$ cat src/rtl/gradient_colour_map_defines.svh
// Assertion macros shared by the colour map RTL.
// Each macro expects clk_i and rst_ni to be visible where it is used.
`ifndef GRADIENT_COLOUR_MAP_DEFINES_SVH
`define GRADIENT_COLOUR_MAP_DEFINES_SVH

// Overlapping implication, checked at every rising edge outside reset.
`define GCM_ASSERT_IMPL(lbl, ante, cons, msg) \
  lbl: assert property (@(posedge clk_i) disable iff (!rst_ni) (ante) |-> (cons)) \
    else $error(msg);

// Implication whose consequent is checked in the cycle after the antecedent.
`define GCM_ASSERT_NEXT(lbl, ante, cons, msg) \
  lbl: assert property (@(posedge clk_i) disable iff (!rst_ni) (ante) |=> (cons)) \
    else $error(msg);

`endif

$ cat src/rtl/gcm_ram.sv
// Generic single-write, single-read synchronous RAM with registered read data.
// Stand-alone: no package needed.
module gcm_ram #(
  parameter int unsigned WIDTH = 8,
  parameter int unsigned DEPTH = 16
) (
  input  logic                     clk_i,
  input  logic                     we_i,
  input  logic [$clog2(DEPTH)-1:0] waddr_i,
  input  logic [WIDTH-1:0]         wdata_i,
  input  logic [$clog2(DEPTH)-1:0] raddr_i,
  output logic [WIDTH-1:0]         rdata_o
);

  logic [WIDTH-1:0] mem_q [DEPTH];
  logic [WIDTH-1:0] rdata_q;

  always_ff @(posedge clk_i) begin
    if (we_i) begin
      mem_q[waddr_i] <= wdata_i;
    end
    rdata_q <= mem_q[raddr_i];
  end

  assign rdata_o = rdata_q;

endmodule

$ cat config.mk
export PLATFORM = sky130hd
export DESIGN_NAME = gcm_ram
export DESIGN_NICKNAME = d
export VERILOG_FILES = /design/src/rtl/gradient_colour_map_defines.svh /design/src/rtl/gcm_ram.sv
export SDC_FILE = /design/constraint.sdc
export NUM_CORES = 1
export LEC_CHECK = 0
export BUFFER_PORTS_ARGS = -buffer_cell sky130_fd_sc_hd__buf_2
export CORE_MARGIN = 5
export CORE_UTILIZATION = 40
export DETAILED_ROUTE_END_ITERATION = 16
export PLACE_DENSITY = 0.66
export SETUP_SLACK_MARGIN = 0.15
export SLEW_MARGIN = 25
export SYNTH_ARGS = -nofsm -noshare
export SYNTH_HDL_FRONTEND = slang
export SYNTH_SLANG_ARGS = --single-unit
$ cat constraint.sdc
create_clock -name clk_i -period 2.1 [get_ports clk_i]
set_input_delay 0.21 -clock clk_i [delete_from_list [all_inputs] [get_ports clk_i]]
set_output_delay 0.21 -clock clk_i [all_outputs]
set_load 0.02 [all_outputs]
Word-level counts from Yosys, hierarchy flattened

Memories as Yosys holds them, arrays and structs flattened. A register that Yosys moved wholly into a read port is not among the register bits.
Index checks and enable logic that the tools add are counted.

Bits in registers: 0
Memory bits (writable): 128
Input bits: 18
Memories kept: 1

Memory list:

| name  | words | width | rd ports | clocked after Yosys merged registers in | write ports | RTL line      | RTL |
|---|---|---|---|---|---|---|---|
| mem_q | 16    | 8     | 1        | 1                                       | 1           | gcm_ram.sv:15 | `logic [WIDTH-1:0] mem_q [DEPTH];` |

Multiplexer cells: 2

Operators with widths:

| operator         | number |
|---|---|
| 2-to-1 mux 1 bit | 2 |

Longest topological paths before layout

Depth in word-level cells: 2
Gate-level depth with buffers: 5
Gate-level depth less buffers: 3

Worst setup path before layout

No wires, ideal clock.

Kind: input to register
Start: input port waddr_i[2]
End: memory mem_q[0][0], enable pin
Library setup time: 0.383 ns
Data arrival time: 1.320 ns
Data required time: 1.717 ns
Setup slack: 0.397 ns
Cell stages on the path: 2
Path buffers: 0
Path through: or3b_2 nor3_1

RTL lines:

| item            | RTL line      | RTL |
|---|---|---|
| start, declared | gcm_ram.sv:9  | `input logic [$clog2(DEPTH)-1:0] waddr_i,` |
| end, declared   | gcm_ram.sv:15 |  |

No word-level cell before the write port.

==> metrics.yaml <==
switching_share_pct: 19.1
setup_violations: 0
ctsResizeCount: 0
cts_hold_buf: 0
required_ns: 2.39
insertedDiodeCount: 0
r2r_cells: 3
io_pins: 26
antenna_found_initial: 0
reg2reg_to: "rdata_o[1]$_DFF_P_"
critPathMaxFanout: 1
rsz0062_at_grt: "no"
grt_pass1_wl_mm: 14.8
totalWireLength_mm: 9.43
io_buffer_count: 25
p_clk_share_pct: 48.3
clock-root-buffer: "clkbuf_16"
layout_common_cells: "128 x edfxtp_1, 25 x buf_2, 18 x mux4_2"
slew_headroom_pct: 57.8
clock.fmax_ghz: 0.714
grt_overflow: 0
r2r-start: "mem_q[5][1]$_DFFE_PP_"
netlist_area_um2: 5150
htreeDepth: 4
cts_made_buffers: 17
share_seq_of_total_power_pct: 47.1
min_path_cells: 1
path_clk_slew_ns: 0.06
arrival_ns: 1.69
gp_congestion: 0.711
grt_start_max_net_pins: 33
endpoint_kind: "flip-flop"
hold_ws_ns: 0.183
ys_warn_count: 0
finalCritPeriodShare_pct: 66.7
ys_seq_elements: 136
cap_viol_max_count: 0
p_leak_nw: 2.11
ir_worst_vdd_v: 0.000571
ys_seq_area_share_pct: 77.8
tritoncts: "built"
tns_ns: 0
initial_core_util_pct: 40.8
min_period_ns: 1.40
final_area_um2: 6210
finalHoldViolations: 0
routed_via_density: 5.10
grt_pass1_vias: 2488
worstHoldStart: "wdata_i[2]"
p_int_mw: 5.24
core.rowCount: 41
ys_types: 19
ant_nets: 0
drive_gt1_share_pct: 31.9
syn-num-nets: 247
die_w_um: 123
p_comb_share_pct: 4.5
area_growth_pct: 20.6
layout.nets: 300
clock-sinks: 136
mostFrequentLayoutCell: "edfxtp_1"
post-cts-setup-buffer-count: 0
status: "complete, no violations"
cts_buffer_depth: 2
place_hpwl_mm: 5.84
first_pass_iters: 5
p_switching_mw: 1.24
place_area_um2: 5570
avgSynthCellArea_um2: 22.5
worstMarginPinSlew_ns: 0.630
drv_slew: 0
cp-start-kind: "flip-flop"
insertion_delay_ns: 0.41
grt_use_total_pct: 13.9
min_to: "mem_q[4][2]$_DFFE_PP_"
powerDensity_nw_per_um2: 1040
core_um2: 12600
routedWlPerCell_um: 20.2
die_area_um2: 15200
routed-via-count: 2380
critPathKind: "reg2reg"
die_h_um: 123
drcViolationCount: 0
synth_cells: 229
place_ws_ns: 0.421
hold_path_class: "in2reg"
drt-initial-drc-count: 213
fin_ws_ns: 0.699
clock_skew_ns: 0.00759
regToRegSetupSlack_ns: 0.70
==> final cells by class <==
type	instances	area (um^2)
Clock buffer	21	470
Clock inverter	11	169
Fill cell	1015	6410
Multi-Input combinational cell	83	1060
Sequential cell	136	4000
Tap cell	172	215
Timing Repair Buffer	44	293
==> logic make-up (layout without fill, tap and decap cells) <==
logic type | Yosys count | after routing | share of synthesized area [%]
and+or+nand+nor | 35 | 35 | 3.18
DFF | 136 | 136 | 77.8
AOI/OAI and AO/OA | 16 | 16 | 2.33
buffers and inverters | 10 | 76 | 1.68
muxes | 32 | 32 | 15.0
==> through the flow <==
stage	utilization, %	std cells	total power, mW
after detailed placement	44.1	435	3.41
after global placement	44.1	435	3.40
after CTS	49.2	467	6.53
after global routing	49.2	467	6.70
after floorplan	-	229	3.28
final	49.2	467	6.47
==> synthesized netlist by cell type <==
library cell | number | area [um^2]
nand2b_1 | 2 | 12.5
nor2b_1 | 1 | 6.26
a22oi_1 | 16 | 120
buf_4 | 1 | 7.51
or3b_2 | 1 | 8.76
nor3_1 | 4 | 20.0
buf_6 | 3 | 33.8
clkdlybuf4s25_2 | 3 | 30.0
nand2_1 | 9 | 33.8
nand3_1 | 1 | 5.00
dfxtp_1 | 8 | 160
and2b_1 | 1 | 7.51
buf_2 | 3 | 15.0
mux4_1 | 14 | 368
nand3b_1 | 2 | 15.0
nor2_1 | 13 | 48.8
edfxtp_1 | 128 | 3840
and2_1 | 1 | 6.26
mux4_2 | 18 | 405
==> worst max-delay path, stage by stage, from the launching register on <==
cell      delay [ns]
edfxtp_1        0.38
mux4_1          0.54
a22oi_1         0.27
nand2_1         0.10
==> worst max path at each step <==
stage | endpoint | from | cells past startpoint | slack [ns]
floorplan | mem_q[0][0]$_DFFE_PP_ | waddr_i[2] | 2 | 0.40
global placement | rdata_o[4]$_DFF_P_ | raddr_i[0] | 5 | 0.43
detailed placement | rdata_o[3]$_DFF_P_ | raddr_i[0] | 5 | 0.42
CTS | rdata_o[1]$_DFF_P_ | mem_q[5][1]$_DFFE_PP_ | 3 | 0.73
global route | rdata_o[1]$_DFF_P_ | mem_q[5][1]$_DFFE_PP_ | 3 | 0.67
finish | rdata_o[1]$_DFF_P_ | mem_q[5][1]$_DFFE_PP_ | 3 | 0.70
==> sequential cells by signal, indices dropped and copies added (netlist names) <==
| register | flops |
|---|---|
| mem_q | 128 |
| rdata_o | 8 |
==> layer usage <==
| metal | track usage [%] | vias to the layer above | wire (um) |
|---|---|---|---|
| li1 | - | 1083 | - |
| met1 | 17.7 | 1253 | 4280 |
| met2 | 22.2 | 40 | 4770 |
| met3 | 4.57 | 4 | 302 |
| met4 | 5.40 | 0 | 75 |
| met5 | 0 | - | 0 |
==> power groups by stage <==
stage	clock [mW]	sequential, mW	combinational, mW
3_5_place_dp	0	3.11	0.298
3_3_place_gp	0	3.11	0.292
5_1_grt	3.32	3.06	0.322
2_1_floorplan	0	3.13	0.154
4_1_cts	3.18	3.05	0.301
6_report	3.13	3.05	0.294
No activity file was read; power rests on OpenSTA's default activity.
